File: src/design/calendar_date_counter_unit_macros.svh
// Assertion helpers for the calendar date counter.
`ifndef CALENDAR_DATE_COUNTER_UNIT_MACROS_SVH
`define CALENDAR_DATE_COUNTER_UNIT_MACROS_SVH

// Same-cycle implication, checked out of reset.
`define CDC_ASSERT_NOW(lbl, ante, cons) \
  lbl: assert property (@(posedge clk_i) disable iff (!rst_ni) (ante) |-> (cons)) \
    else $error("calendar_date_counter_unit: check failed");

// Next-cycle implication, checked out of reset.
`define CDC_ASSERT_NEXT(lbl, ante, cons) \
  lbl: assert property (@(posedge clk_i) disable iff (!rst_ni) (ante) |=> (cons)) \
    else $error("calendar_date_counter_unit: check failed");

`endif

File: src/design/cdc_pkg.sv
`timescale 1ns / 1ps

package cdc_pkg;

  localparam int unsigned YEAR_W   = 14;
  localparam int unsigned SERIAL_W = 22;
  // full day count of a load, before it wraps to SERIAL_W
  localparam int unsigned DAYS_W   = SERIAL_W + 1;

  localparam logic [YEAR_W-1:0] BASE_YEAR = 14'd1900;
  localparam logic [YEAR_W-1:0] MAX_YEAR  = 14'd9999;

  // leaps_upto(1899)
  localparam logic [SERIAL_W-1:0] BASE_LEAPS = 22'd460;

  typedef enum logic [1:0] {
    FN_LOAD = 2'd0,
    FN_NEXT = 2'd1,
    FN_PREV = 2'd2,
    FN_NOP  = 2'd3
  } func_e;

  typedef enum logic [1:0] {
    ST_OK       = 2'd0,
    ST_BAD_LOAD = 2'd1,
    ST_RANGE    = 2'd2
  } status_e;

  // Year modulo 400 to leap flag.
  function automatic logic is_leap(input logic [8:0] ymod);
    return (ymod[1:0] == 2'b00) && (ymod != 9'd100) && (ymod != 9'd200) &&
           (ymod != 9'd300);
  endfunction

  // Days in month; zero for codes that are no month.
  function automatic logic [4:0] month_len(input logic [3:0] m, input logic leap);
    logic [4:0] len;
    unique case (m)
      4'd1, 4'd3, 4'd5, 4'd7, 4'd8, 4'd10, 4'd12: len = 5'd31;
      4'd4, 4'd6, 4'd9, 4'd11:                    len = 5'd30;
      4'd2:                                       len = leap ? 5'd29 : 5'd28;
      default:                                    len = 5'd0;
    endcase
    return len;
  endfunction

  function automatic logic [8:0] days_before(input logic [3:0] m);
    logic [8:0] d;
    unique case (m)
      4'd2:    d = 9'd31;
      4'd3:    d = 9'd59;
      4'd4:    d = 9'd90;
      4'd5:    d = 9'd120;
      4'd6:    d = 9'd151;
      4'd7:    d = 9'd181;
      4'd8:    d = 9'd212;
      4'd9:    d = 9'd243;
      4'd10:   d = 9'd273;
      4'd11:   d = 9'd304;
      4'd12:   d = 9'd334;
      default: d = 9'd0;
    endcase
    return d;
  endfunction

  // n / 100 by reciprocal, exact for n below 43690.
  function automatic logic [7:0] div100(input logic [13:0] n);
    logic [26:0] p;
    p = {13'd0, n} * 27'd5243;
    return p[26:19];
  endfunction

  // x mod 7 by folding octal digits (8 == 1 mod 7).
  function automatic logic [2:0] mod7(input logic [DAYS_W-1:0] x);
    logic [5:0] s1;
    logic [3:0] s2;
    s1 = 6'(x[2:0]) + 6'(x[5:3]) + 6'(x[8:6]) + 6'(x[11:9]) + 6'(x[14:12]) +
         6'(x[17:15]) + 6'(x[20:18]) + 6'(x[DAYS_W-1:21]);
    s2 = 4'(s1[2:0]) + 4'(s1[5:3]);
    return (s2 >= 4'd7) ? 3'(s2 - 4'd7) : s2[2:0];
  endfunction

endpackage

File: src/design/calendar_date_counter_unit.sv
`timescale 1ns / 1ps
// Gregorian date counter starting at Monday 1 January 1900. Each input word
// (tuser selects: 0 load, 1 next day, 2 previous day, 3 no-op) yields exactly
// one output word with the resulting date, weekday (0 = Sunday), day number
// since 1900 and a status in tuser (0 ok, 1 invalid load ignored, 2 held at
// the 1900 or MAX_YEAR limit). One word is taken every cycle while the output
// side keeps up; each word passes the input register and then the date state:
// the day number of a load is worked out ahead of the input register, and the
// second stage applies the step to the date state, which doubles as the
// output register.
`include "calendar_date_counter_unit_macros.svh"

module calendar_date_counter_unit (
  input  logic        clk_i,
  input  logic        rst_ni,
  input  logic        s_axis_tvalid,
  output logic        s_axis_tready,
  // [3:0] load_month, [8:4] load_day, [22:9] load_year, [23] zero
  input  logic [23:0] s_axis_tdata,
  // [1:0] func
  input  logic [1:0]  s_axis_tuser,
  output logic        m_axis_tvalid,
  input  logic        m_axis_tready,
  // [3:0] cur_month, [8:4] cur_day, [22:9] cur_year, [25:23] weekday,
  // [47:26] day_number
  output logic [47:0] m_axis_tdata,
  // [1:0] status
  output logic [1:0]  m_axis_tuser
);
  import cdc_pkg::*;

  // ---- load pre-computation ----
  logic [3:0]          lm;
  logic [4:0]          ld;
  logic [YEAR_W-1:0]   ly, ly_m1, yoff, ymod_full;
  logic [7:0]          q400, q100m1, q400m1;
  logic [8:0]          ld_ymod;
  logic                ld_leap, ld_ok;
  logic [4:0]          ld_dim;
  logic [11:0]         ld_leaps;
  logic [DAYS_W-1:0]   ld_serial;

  assign lm    = s_axis_tdata[3:0];
  assign ld    = s_axis_tdata[8:4];
  assign ly    = s_axis_tdata[22:9];
  assign ly_m1 = ly - 14'd1;
  assign yoff  = ly - BASE_YEAR;

  assign q400      = div100({2'b00, ly[13:2]});
  assign q100m1    = div100(ly_m1);
  assign q400m1    = div100({2'b00, ly_m1[13:2]});
  assign ymod_full = ly - ({q400[5:0], 8'd0} + {1'b0, q400[5:0], 7'd0} +
                           {4'd0, q400[5:0], 4'd0});
  assign ld_ymod   = ymod_full[8:0];
  assign ld_leap   = is_leap(ld_ymod);
  assign ld_dim    = month_len(lm, ld_leap);
  assign ld_ok     = (lm >= 4'd1) && (lm <= 4'd12) && (ly >= BASE_YEAR) &&
                     (ly <= MAX_YEAR) && (ld >= 5'd1) && (ld <= ld_dim);
  assign ld_leaps  = ly_m1[13:2] - 12'(q100m1) + 12'(q400m1);
  assign ld_serial = DAYS_W'(yoff) * DAYS_W'(365) + DAYS_W'(ld_leaps) -
                     DAYS_W'(BASE_LEAPS) + DAYS_W'(days_before(lm)) +
                     DAYS_W'(ld_leap && (lm > 4'd2)) + DAYS_W'(ld) - DAYS_W'(1);

  // ---- input register stage ----
  logic                s1_valid_q;
  func_e               s1_func_q;
  logic                s1_ok_q;
  logic [3:0]          s1_month_q;
  logic [4:0]          s1_day_q;
  logic [YEAR_W-1:0]   s1_year_q;
  logic [8:0]          s1_ymod_q;
  logic [DAYS_W-1:0]   s1_serial_q;
  logic                adv, in_acc;

  assign adv           = s1_valid_q && (!m_axis_tvalid || m_axis_tready);
  assign s_axis_tready = !s1_valid_q || adv;
  assign in_acc        = s_axis_tvalid && s_axis_tready;

  always_ff @(posedge clk_i or negedge rst_ni) begin
    if (!rst_ni) begin
      s1_valid_q <= 1'b0;
    end else if (s_axis_tready) begin
      s1_valid_q <= s_axis_tvalid;
    end
  end

  always_ff @(posedge clk_i) begin
    if (in_acc) begin
      s1_func_q   <= func_e'(s_axis_tuser);
      s1_ok_q     <= ld_ok;
      s1_month_q  <= lm;
      s1_day_q    <= ld;
      s1_year_q   <= ly;
      s1_ymod_q   <= ld_ymod;
      s1_serial_q <= ld_serial;
    end
  end

  // ---- date state / output register ----
  logic [3:0]          month_q, month_d;
  logic [4:0]          day_q, day_d;
  logic [YEAR_W-1:0]   year_q, year_d;
  logic [8:0]          ymod_q, ymod_d;
  logic [SERIAL_W-1:0] serial_q, serial_d;
  logic [2:0]          wday_q, wday_d;
  status_e             status_q, status_d;
  logic                out_valid_q;
  logic                leap_cur, at_end, at_start;
  logic [4:0]          dim_cur, dim_prev;

  assign leap_cur = is_leap(ymod_q);
  assign dim_cur  = month_len(month_q, leap_cur);
  assign dim_prev = (month_q == 4'd1) ? 5'd31 : month_len(month_q - 4'd1, leap_cur);
  assign at_end   = (month_q == 4'd12) && (day_q == 5'd31) && (year_q >= MAX_YEAR);
  assign at_start = (month_q == 4'd1) && (day_q == 5'd1) && (year_q <= BASE_YEAR);

  always_comb begin
    month_d  = month_q;
    day_d    = day_q;
    year_d   = year_q;
    ymod_d   = ymod_q;
    serial_d = serial_q;
    wday_d   = wday_q;
    status_d = ST_OK;
    unique case (s1_func_q)
      FN_LOAD: begin
        if (s1_ok_q) begin
          month_d  = s1_month_q;
          day_d    = s1_day_q;
          year_d   = s1_year_q;
          ymod_d   = s1_ymod_q;
          serial_d = s1_serial_q[SERIAL_W-1:0];
          wday_d   = mod7(s1_serial_q + DAYS_W'(1));
        end else begin
          status_d = ST_BAD_LOAD;
        end
      end
      FN_NEXT: begin
        if (at_end) begin
          status_d = ST_RANGE;
        end else begin
          if (day_q >= dim_cur) begin
            day_d = 5'd1;
            if (month_q == 4'd12) begin
              month_d = 4'd1;
              year_d  = year_q + 14'd1;
              ymod_d  = (ymod_q == 9'd399) ? 9'd0 : ymod_q + 9'd1;
            end else begin
              month_d = month_q + 4'd1;
            end
          end else begin
            day_d = day_q + 5'd1;
          end
          serial_d = serial_q + 22'd1;
          wday_d   = (wday_q == 3'd6) ? 3'd0 : wday_q + 3'd1;
        end
      end
      FN_PREV: begin
        if (at_start) begin
          status_d = ST_RANGE;
        end else begin
          if (day_q <= 5'd1) begin
            day_d = dim_prev;
            if (month_q <= 4'd1) begin
              month_d = 4'd12;
              year_d  = year_q - 14'd1;
              ymod_d  = (ymod_q == 9'd0) ? 9'd399 : ymod_q - 9'd1;
            end else begin
              month_d = month_q - 4'd1;
            end
          end else begin
            day_d = day_q - 5'd1;
          end
          serial_d = serial_q - 22'd1;
          wday_d   = (wday_q == 3'd0) ? 3'd6 : wday_q - 3'd1;
        end
      end
      default: begin
      end
    endcase
  end

  always_ff @(posedge clk_i or negedge rst_ni) begin
    if (!rst_ni) begin
      month_q     <= 4'd1;
      day_q       <= 5'd1;
      year_q      <= BASE_YEAR;
      ymod_q      <= 9'd300;
      serial_q    <= '0;
      wday_q      <= 3'd1;
      status_q    <= ST_OK;
      out_valid_q <= 1'b0;
    end else begin
      if (adv) begin
        month_q  <= month_d;
        day_q    <= day_d;
        year_q   <= year_d;
        ymod_q   <= ymod_d;
        serial_q <= serial_d;
        wday_q   <= wday_d;
        status_q <= status_d;
      end
      if (adv) begin
        out_valid_q <= 1'b1;
      end else if (m_axis_tready) begin
        out_valid_q <= 1'b0;
      end
    end
  end

  assign m_axis_tvalid = out_valid_q;
  assign m_axis_tdata  = {serial_q, wday_q, year_q, day_q, month_q};
  assign m_axis_tuser  = status_q;

  // ---- checks ----
  `CDC_ASSERT_NOW(a_date_legal, 1'b1, (month_q != 4'd0) && (month_q <= 4'd12) && (day_q != 5'd0) && (wday_q != 3'd7))
  `CDC_ASSERT_NEXT(a_state_holds, !adv, $stable(serial_q) && $stable(year_q) && $stable(day_q))
  `CDC_ASSERT_NEXT(a_next_counts, adv && (s1_func_q == FN_NEXT) && !at_end, serial_q == $past(serial_q) + 22'd1)
  `CDC_ASSERT_NOW(a_day_fits, 1'b1, day_q <= dim_cur)

endmodule
File: config.mk
export PLATFORM = sky130hd
export DESIGN_NAME = calendar_date_counter_unit
export DESIGN_NICKNAME = d
export VERILOG_FILES = /design/src/design/cdc_pkg.sv /design/src/design/calendar_date_counter_unit.sv
export VERILOG_INCLUDE_DIRS = /design/src /design/src/design
export SDC_FILE = /design/constraint.sdc
export NUM_CORES = 1
export LEC_CHECK = 0
export BUFFER_PORTS_ARGS = -buffer_cell sky130_fd_sc_hd__buf_2
export CAP_MARGIN = 15
export CORE_ASPECT_RATIO = 1.75
export CORE_MARGIN = 1
export CORE_UTILIZATION = 25
export DETAILED_ROUTE_END_ITERATION = 7
export SLEW_MARGIN = 20
export SYNTH_ARGS = -nofsm -noshare
export SYNTH_HDL_FRONTEND = slang
export SYNTH_SLANG_ARGS = --single-unit
File: constraint.sdc
create_clock -name clk_i -period 6.7 [get_ports clk_i]
set_input_delay 1.34 -clock clk_i [delete_from_list [all_inputs] [get_ports clk_i]]
set_output_delay 1.34 -clock clk_i [all_outputs]
set_load 0.03 [all_outputs]
Word-level counts from Yosys, hierarchy flattened
Memory sizes are Yosys's and may differ from the RTL's.
Cells that the tools add are included.
{"block": "op_classes", "mux": 55, "reduce_logical": 38, "magnitude_cmp": 13, "eq_ne": 55, "multipliers": 4, "add_sub_neg": 35}
{"operator": "$mux W14", "count": 7}
{"operator": "$mux W9", "count": 9}
{"operator": "$mux W22", "count": 3}
{"operator": "$pmux W22 S3", "count": 1}
{"operator": "$eq A4 B4 Y1 const B", "count": 15}
{"operator": "$pmux W5 S3", "count": 4}
{"operator": "$eq A4 B3 Y1 const B", "count": 12}
{"operator": "$pmux W14 S3", "count": 1}
{"operator": "$mux W5", "count": 6}
{"operator": "$mux W4", "count": 7}
{"operator": "$sub A14 B1 Y14 const B", "count": 2}
{"operator": "$mul A14 B13 Y27 const B", "count": 1}
{"operator": "$pmux W9 S3", "count": 1}
{"operator": "$mul A12 B13 Y25 const B", "count": 1}
{"operator": "$eq A4 B2 Y1 const B", "count": 6}
{"operator": "$mul A12 B13 Y24 const B", "count": 1}
{"operator": "$add A23 B1 Y23", "count": 1}
{"operator": "$add A23 B1 Y23 const B", "count": 1}
{"operator": "$add A23 B12 Y23", "count": 1}
{"operator": "$add A23 B5 Y23", "count": 1}
{"operator": "$add A23 B9 Y23", "count": 1}
{"operator": "$mul A14 B9 Y23 const B", "count": 1}
{"operator": "$sub A23 B1 Y23 const B", "count": 1}
{"operator": "$sub A23 B9 Y23 const B", "count": 1}
{"operator": "65 further kinds", "count": 115}
{"block": "word_totals", "output_inout_bits": 52, "romBits": 144, "inputBits": 30, "wordCells": 217, "memories": 1, "ff_bits": 119}
{"name": "(no name shown)", "words": 16, "word_bits": 9, "read_ports": 1, "rd_ports_with_merged_regs": 0, "write_ports": 0, "line": "cdc_pkg.sv:49", "rtl": "unique case (m)"}

Depth between registers and ports, before layout
Gate-level depths: netlist of run 1.
{"block": "logic_depth", "ltp_word": 13, "depth_mapped": 57, "ltp_nobuf": 56}

Worst setup path before layout of run 1
Ideal clock, no wire load.
{"block": "synth_timing", "path_type": "input-to-reg", "startpoint": "input port s_axis_tdata[11]", "endpoint": "register s1_serial_q[22] (data pin)", "required_time_ps": 6440, "setup_time_ps": 260, "path_stages": 53, "arrival_time_ps": 13694, "slack_ps": -7254, "n_path_buf": 1, "path_cell_list": "clkbuf_1 -> inv_1 -> ha_1 -> a21boi_0 -> nand2b_1 -> nand3_1 -> nor3_1 -> nand3_1 -> xnor2_1 -> ha_1 -> ha_1 -> xor2_1 -> ha_1 -> inv_1 -> fa_1 -> inv_1 -> fa_1 -> inv_1 -> [... 17 more ...] -> fa_1 -> inv_1 -> fa_1 -> fa_1 -> inv_1 -> fa_1 -> inv_1 -> fa_1 -> inv_1 -> ha_1 -> nor2b_1 -> o21ai_0 -> a21boi_0 -> o2111ai_1 -> a31oi_1 -> a211oi_1 -> a21oi_1 -> xnor2_1"}
{"block": "synth_between", "elab_chain_len": 12, "word_cells_on_any_way": 24, "cone_classes": "add/sub: 13; mul: 4; eq/ne: 3; reduce/logical: 4"}
{"element": "start: declaration", "line": "calendar_date_counter_unit.sv:19", "rtl": "input logic [23:0] s_axis_tdata,"}
{"element": "parallel branches: the longest is 9 deep, another holds $mul A14 B13 Y27"}
{"element": "$add A23 B1 Y23 *", "line": "calendar_date_counter_unit.sv:61", "rtl": "DAYS_W'(BASE_LEAPS) + DAYS_W'(days_before(lm)) +"}
{"element": "$add A23 B5 Y23 *", "line": "calendar_date_counter_unit.sv:62", "rtl": "DAYS_W'(ld_leap && (lm > 4'd2)) + DAYS_W'(ld) - DAYS_W'(1);"}
{"element": "$sub A23 B1 Y23 *", "line": "calendar_date_counter_unit.sv:62"}
{"element": "named net ld_serial[22]", "line": "calendar_date_counter_unit.sv:41", "rtl": "logic [DAYS_W-1:0] ld_serial;"}
{"element": "end signal: assignment", "line": "calendar_date_counter_unit.sv:95", "rtl": "s1_serial_q <= ld_serial;"}
{"element": "end: declaration", "line": "calendar_date_counter_unit.sv:72", "rtl": "logic [DAYS_W-1:0] s1_serial_q;"}
Mark *: on every way through the listed nets, which the timed path passes.
A chain may end at the register's enable or synchronous reset.

Worst setup path in the final report of run 1
{"block": "layout_timing", "startpoint": "input port s_axis_tdata[11]", "endpoint": "register s1_serial_q[16] (data pin)"}
Same word-level chain as after synthesis.

==> impl_metrics.py, run 1 <==
metrics = {
    "synth": {
        "synth-simple-area-share_pct": 9.37,
        "ys_seq_elements": 115,
        "synth_compound_area_share_pct": 11.7,
        "synth-async-reset-ratio_pct": 53.0,
        "ys_seq_area_share_pct": 14.2,
        "synth_top_family_by_area": "adder cells",
        "synthMuxAreaShare_pct": 1.29,
        "yosys.cell_count.top_type": "inv_1",
        "synth_area_per_cell_sq_um": 9.18,
        "ys.flop_type": "edfxtp_1",
        "synth_area_leaders": "ha_1, fa_1, inv_1, edfxtp_1, dfrtp_1",
        "synth.top_cell.area_share_pct": 25.1,
        "synth_xor_area_share_pct": 5.61,
        "synth_area_leader_cell": "ha_1",
        "synth_area_sq_um": 22200,
        "synth_warnings": 0,
        "synth-edff-count": 54,
        "yosys.area_share.adder_pct": 47.7,
        "synth_nets": 3150,
        "netlist_instances": 2423,
        "ys_types": 73,
        "synth_commonest_cells": "inv_1, ha_1, fa_1",
    },
    "grt": {
        "grt_max_degree": 64,
        "first_global_vias": 19600,
        "grt_pass1_wl_mm": 101,
        "grt_usage_pct": 14.6,
        "antenna_found_initial": 4,
        "overflow": 0,
    },
    "timing": {
        "setup_viol": 27,
        "final.setup.tns_ns": -118.46,
        "slew_headroom_pct": 44.0,
        "rsz0062_at_grt": "yes",
        "whs_ns": 0.475,
        "fin_crit_sh_pct": 186,
        "final.min_clock_period_ns": 12.44,
        "hold_viol": 0,
        "worst_slew_pin_slew_ns": 0.840,
        "clock-skew-final_ns": 0.0206,
        "maxSlewViolCount": 0,
        "layout_setup_ws_ns": -5.74,
        "clock.fmax_mhz": 80.4,
    },
    "worst_setup_path": {
        "reg2reg_depth": 22,
        "worstSetupPathType": "in -> reg",
        "critPathLaunchType": "input pin",
        "max_stage_delay_ns": 0.57,
        "cp_common_cell": "fa_1",
        "critPathRequiredTime_ns": 6.93,
        "crit_family": "adder cells",
        "worstPathMaxFanout": 3,
        "cp_num_buf_inv": 18,
        "critical-path-slowest-cell": "fa_2",
        "cp.depth": 56,
        "endpoint_kind": "flop",
        "cp_data_arrival_time_ns": 12.67,
    },
    "clock_network": {
        "root_buffer": "clkbuf_16",
        "clock_path_buffers": 3,
        "cts_buffers": 25,
        "cts-htree-levels": 4,
        "clkTransAtPathRegs_ns": 0.05,
        "tritoncts": "done",
        "clk_latency_ns": 0.50,
        "cts_sinks": 115,
        "hold_buffers": 0,
    },
    "final_layout": {
        "area_delta_synth_final_pct": 28.0,
        "drive_gt1_share_pct": 23.5,
        "final_area_sq_um": 28500,
        "nets": 3562,
    },
    "hold_path": {
        "hold_path_depth": 2,
        "hold_class": "reg -> reg",
    },
    "routing": {
        "vias": 18300,
        "route.met2.wl_mm": 36.4,
        "drcViolationCount": 0,
        "via_per_inst": 4.55,
        "wl_per_cell_um": 16.1,
        "ant_nets": 0,
        "top_layer_used": "met5",
        "drt_iter0_drc": 668,
        "met3_wirelength_mm": 1.87,
        "wirelength_mm": 64.6,
        "drt-pass1-iter-count": 7,
        "met1_length_mm": 21.2,
    },
    "placed_design": {
        "routabilityCongestion": 0.917,
        "port_buffers": 80,
        "hpwl_mm": 55.2,
        "placed_cell_area_sq_um": 26700,
    },
    "floorplanning": {
        "die_w_um": 228,
        "num_io_pins": 82,
        "start_util_pct": 25.3,
        "die-area_sq_um": 90200,
        "die_h_um": 397,
        "fp-row-count": 144,
        "core_area_sq_um": 88100,
    },
    "outcome": {
        "violations": "setup timing",
        "outcome": "finished with violations",
    },
    "flow_run": {
        "cap_violations": 0,
    },
}
## worst reg2reg max path: cells and delay by family (launching register included)
family / cells / cell delay, ns
xor+xnor: 2 / 0.35
buf+inv: 1 / 0.04
flops: 1 / 0.45
mux: 1 / 0.34
simple gates: 6 / 1.10
fa+ha+maj: 10 / 3.68
compound gates: 2 / 0.22
## layout make-up
type,count,area [sq um]
multi-input combinational,1716,18000
clock buffer,29,651
antenna,2,5.00
fill,9074,59600
timing repair buffer,428,3130
clock inverter,3,12.5
inverter,549,2070
sequential,115,3170
tap,1168,1460
## worst paths after layout
check / slack, ns / from / endpoint
min in group asynchronous: 0.76 / rst_ni / serial_q[7]
max in group asynchronous: 4.93 / rst_ni / s1_valid_q
min reg2reg: 0.48 / m_axis_tuser[0] / m_axis_tuser[0]
max reg2reg: 0.36 / s1_serial_q[0] / wday_q[1]
max: -5.74 / s_axis_tdata[11] / s1_serial_q[16]
min: 0.48 / m_axis_tuser[0] / m_axis_tuser[0]
## layer usage
metal	global-route usage, %	vias up
met3	1.65	204
met5	0	-
li1	-	8804
met4	10.7	4
met1	13.1	8856
met2	29.1	392
## flip-flops by register name, indices dropped and copies added (netlist names)
name	flops
s1_serial_q	23
serial_q	22
s1_year_q	14
year_q	14
ymod_q	9
day_q	5
s1_day_q	5
s1_ymod_q	5
month_q	4
s1_month_q	4
wday_q	3
m_axis_tuser	2
s1_func_q	2
m_axis_tvalid	1
s1_ok_q	1
s1_valid_q	1
## logic make-up (layout without fill, tap and decap cells)
logic type | after synthesis | after routing
adder cells (fa/ha/maj) | 697 | 697
buffers and inverters | 592 | 1009
AND/OR/NAND/NOR | 442 | 442
AO/OA/AOI/OAI | 409 | 409
XOR/XNOR | 141 | 141
flip-flops | 115 | 115
multiplexers | 27 | 27
other | 0 | 2
## layout by cell type (no fill, tap or decap), types with 11 or more instances in the layout
| cell | n |
|---|---|
| fa_1 | 247 |
| inv_2 | 26 |
| nor2b_1 | 19 |
| edfxtp_1 | 54 |
| and3_1 | 25 |
| nand4_1 | 11 |
| a21oi_2 | 19 |
| nor3_1 | 40 |
| a31oi_1 | 11 |
| o211ai_1 | 15 |
| dfstp_2 | 14 |
| buf_2 | 77 |
| a21o_1 | 23 |
| buf_4 | 333 |
| clkbuf_16 | 25 |
| dfrtp_1 | 47 |
| ha_1 | 401 |
| nand2_1 | 104 |
| o21ai_0 | 72 |
| xnor2_1 | 94 |
| nand3_1 | 36 |
| o21a_1 | 17 |
| mux2i_1 | 21 |
| xor2_1 | 34 |
| a21oi_1 | 110 |
| inv_1 | 519 |
| buf_6 | 12 |
| nor2_2 | 11 |
| ha_4 | 39 |
| nor2_1 | 124 |
## timing repair
action	CTS	global route
gates resized for setup	77	84
pin swaps	93	93
buffers inserted	18	15
endpoints found under the hold margin	0	0
setup endpoints to repair	28	30
## stage by stage
stage                     utilization (%)  std cells  setup WS (ns)
final                                32.3       4010          -5.74
after global routing                 32.3       4009          -6.16
after CTS                            31.7       3994          -5.83
after detailed placement             30.4       3946          -6.69
after global placement               30.4       3946          -6.50
after floorplan                         -       2423          -5.70
Power of run 1 is not shown: default switching activity piles up to over one toggle a cycle in this logic, so the estimate is an artifact.
==> inputs of run 2 (changes only) <==
SKIP_CTS_REPAIR_TIMING = 1   (was not set)
clock period = 16.1 ns   (was 6.7 ns; I/O delays follow)
==> impl_metrics.py, run 2 (synthesis gave the netlist of run 1 again) <==
metrics = {
    "outcome": {
        "outcome": "complete, no violations",
    },
    "timing": {
        "maxSlewViolCount": 0,
        "clock.fmax_mhz": 65.4,
        "fin_crit_sh_pct": 94.9,
        "final.min_clock_period_ns": 15.28,
        "slew_headroom_pct": 24.8,
        "clock-skew-final_ns": 0.0325,
        "setup_viol": 0,
        "hold_viol": 0,
        "worst_slew_pin_slew_ns": 1.12,
    },
    "routing": {
        "drt_iter0_drc": 597,
        "via_per_inst": 4.54,
        "wl_per_cell_um": 15.5,
        "ant_nets": 0,
        "wirelength_mm": 58.1,
        "drcViolationCount": 0,
        "vias": 17000,
        "drt-pass1-iter-count": 5,
    },
    "worst_setup_path": {
        "cp_data_arrival_time_ns": 15.51,
        "r2r-end": "wday_q[1]",
        "cp_common_cell": "ha_1",
        "worstPathMaxFanout": 5,
        "critPathRequiredTime_ns": 16.33,
        "max_stage_delay_ns": 0.56,
        "reg2reg_depth": 25,
        "critical-path-slowest-cell": "fa_1",
        "endpoint_kind": "flop",
        "critPathLaunchType": "input pin",
        "r2r_start": "s1_serial_q[3]",
        "r2r_setup_slack_ns": 9.44,
        "worstSetupPathType": "in -> reg",
    },
    "final_layout": {
        "multiInputGateArea_sq_um": 16900,
        "final_area_sq_um": 25300,
        "largestRegisters": "s1_serial_q: 23 flops, serial_q: 22 flops",
        "top_register": "s1_serial_q",
        "nets": 3299,
        "drive_gt1_share_pct": 9.46,
        "seqCellArea_sq_um": 3170,
        "mostFrequentLayoutCells": "inv_1, ha_1, fa_1, nor2_1, a21oi_1",
        "fillers": 9285,
        "area_delta_synth_final_pct": 13.7,
        "layout_commonest_cell": "inv_1",
        "largest_reg_flops": 23,
    },
    "floorplanning": {
        "die_h_um": 397,
        "start_util_pct": 25.3,
        "die-area_sq_um": 90200,
        "die_w_um": 228,
        "fp-row-count": 144,
        "core_area_sq_um": 88100,
        "num_io_pins": 82,
    },
    "grt": {
        "grt_max_degree": 64,
        "antenna_found_initial": 3,
        "grt_pass1_wl_mm": 92.6,
        "overflow": 0,
        "first_global_vias": 18100,
        "grt_usage_pct": 13.3,
    },
    "clock_network": {
        "clkTransAtPathRegs_ns": 0.05,
        "clk_latency_ns": 0.50,
        "cts-htree-levels": 4,
        "cts_sinks": 115,
        "cts_buffers": 25,
        "clock_path_buffers": 3,
        "root_buffer": "clkbuf_16",
        "tritoncts": "done",
    },
    "hold_path": {
        "worstHoldEndpoint": "m_axis_tuser[0]",
        "hold_class": "reg -> reg",
        "min-delay-start": "m_axis_tuser[0]",
        "hold_path_depth": 2,
    },
    "placed_design": {
        "port_buffers": 80,
        "routabilityCongestion": 0.902,
        "hpwl_mm": 50.0,
        "placed_cell_area_sq_um": 24600,
    },
    "flow_run": {
        "cap_violations": 0,
    },
}
==> run 2: layout make-up <==
type | count | share of cell area, %
Antenna cell | 1 | 0.00989
Clock buffer | 26 | 2.49
Clock inverter | 7 | 0.124
Inverter | 549 | 8.15
Multi-Input combinational cell | 1716 | 66.8
Sequential cell | 115 | 12.5
Tap cell | 1168 | 5.78
Timing Repair Buffer | 165 | 4.11
==> run 2: through the flow <==
step | hold WS (ns) | setup TNS (ns) | setup slack [ns] | util (%) | instances
after floorplan | 0.437 | 0 | 0.266 | - | 2423
after global placement | 0.456 | -0.0903 | -0.0524 | 27.9 | 3713
after detailed placement | 0.463 | -0.673 | -0.182 | 27.9 | 3713
after CTS | 0.475 | 0 | 0.306 | 28.6 | 3746
after global routing | 0.510 | -0.0298 | -0.0298 | 28.7 | 3747
final | 0.476 | 0 | 0.818 | 28.7 | 3747
==> run 2: critical path: cells and delay by family <==
kind                       cells  cell delay [ns]
buffers and inverters         10             1.11
and+or+nand+nor               10             1.79
xor gates and xnor gates       4             0.68
adders and majority gates     16             6.14
AOI/OAI and AO/OA             14             2.56
==> run 2: how the worst max path moves through the flow <==
stage                     start               to  cells after the start
6_report       s_axis_tdata[11]  s1_serial_q[21]                     54
5_1_grt        s_axis_tdata[11]  s1_serial_q[18]                     58
4_1_cts        s_axis_tdata[11]  s1_serial_q[22]                     52
3_5_place_dp   s_axis_tdata[11]  s1_serial_q[22]                     52
3_3_place_gp   s_axis_tdata[11]  s1_serial_q[22]                     52
2_1_floorplan  s_axis_tdata[11]  s1_serial_q[22]                     53
==> run 2: metal layers <==
layer	track usage [%]	share of wire, %	vias up
met5	0	0.022	-
met4	7.78	5.8	2
met3	1.22	2.1	117
met2	26.9	57	247
met1	12.5	35	8382
li1	-	-	8282
Power of run 2 is left out for the same reason.
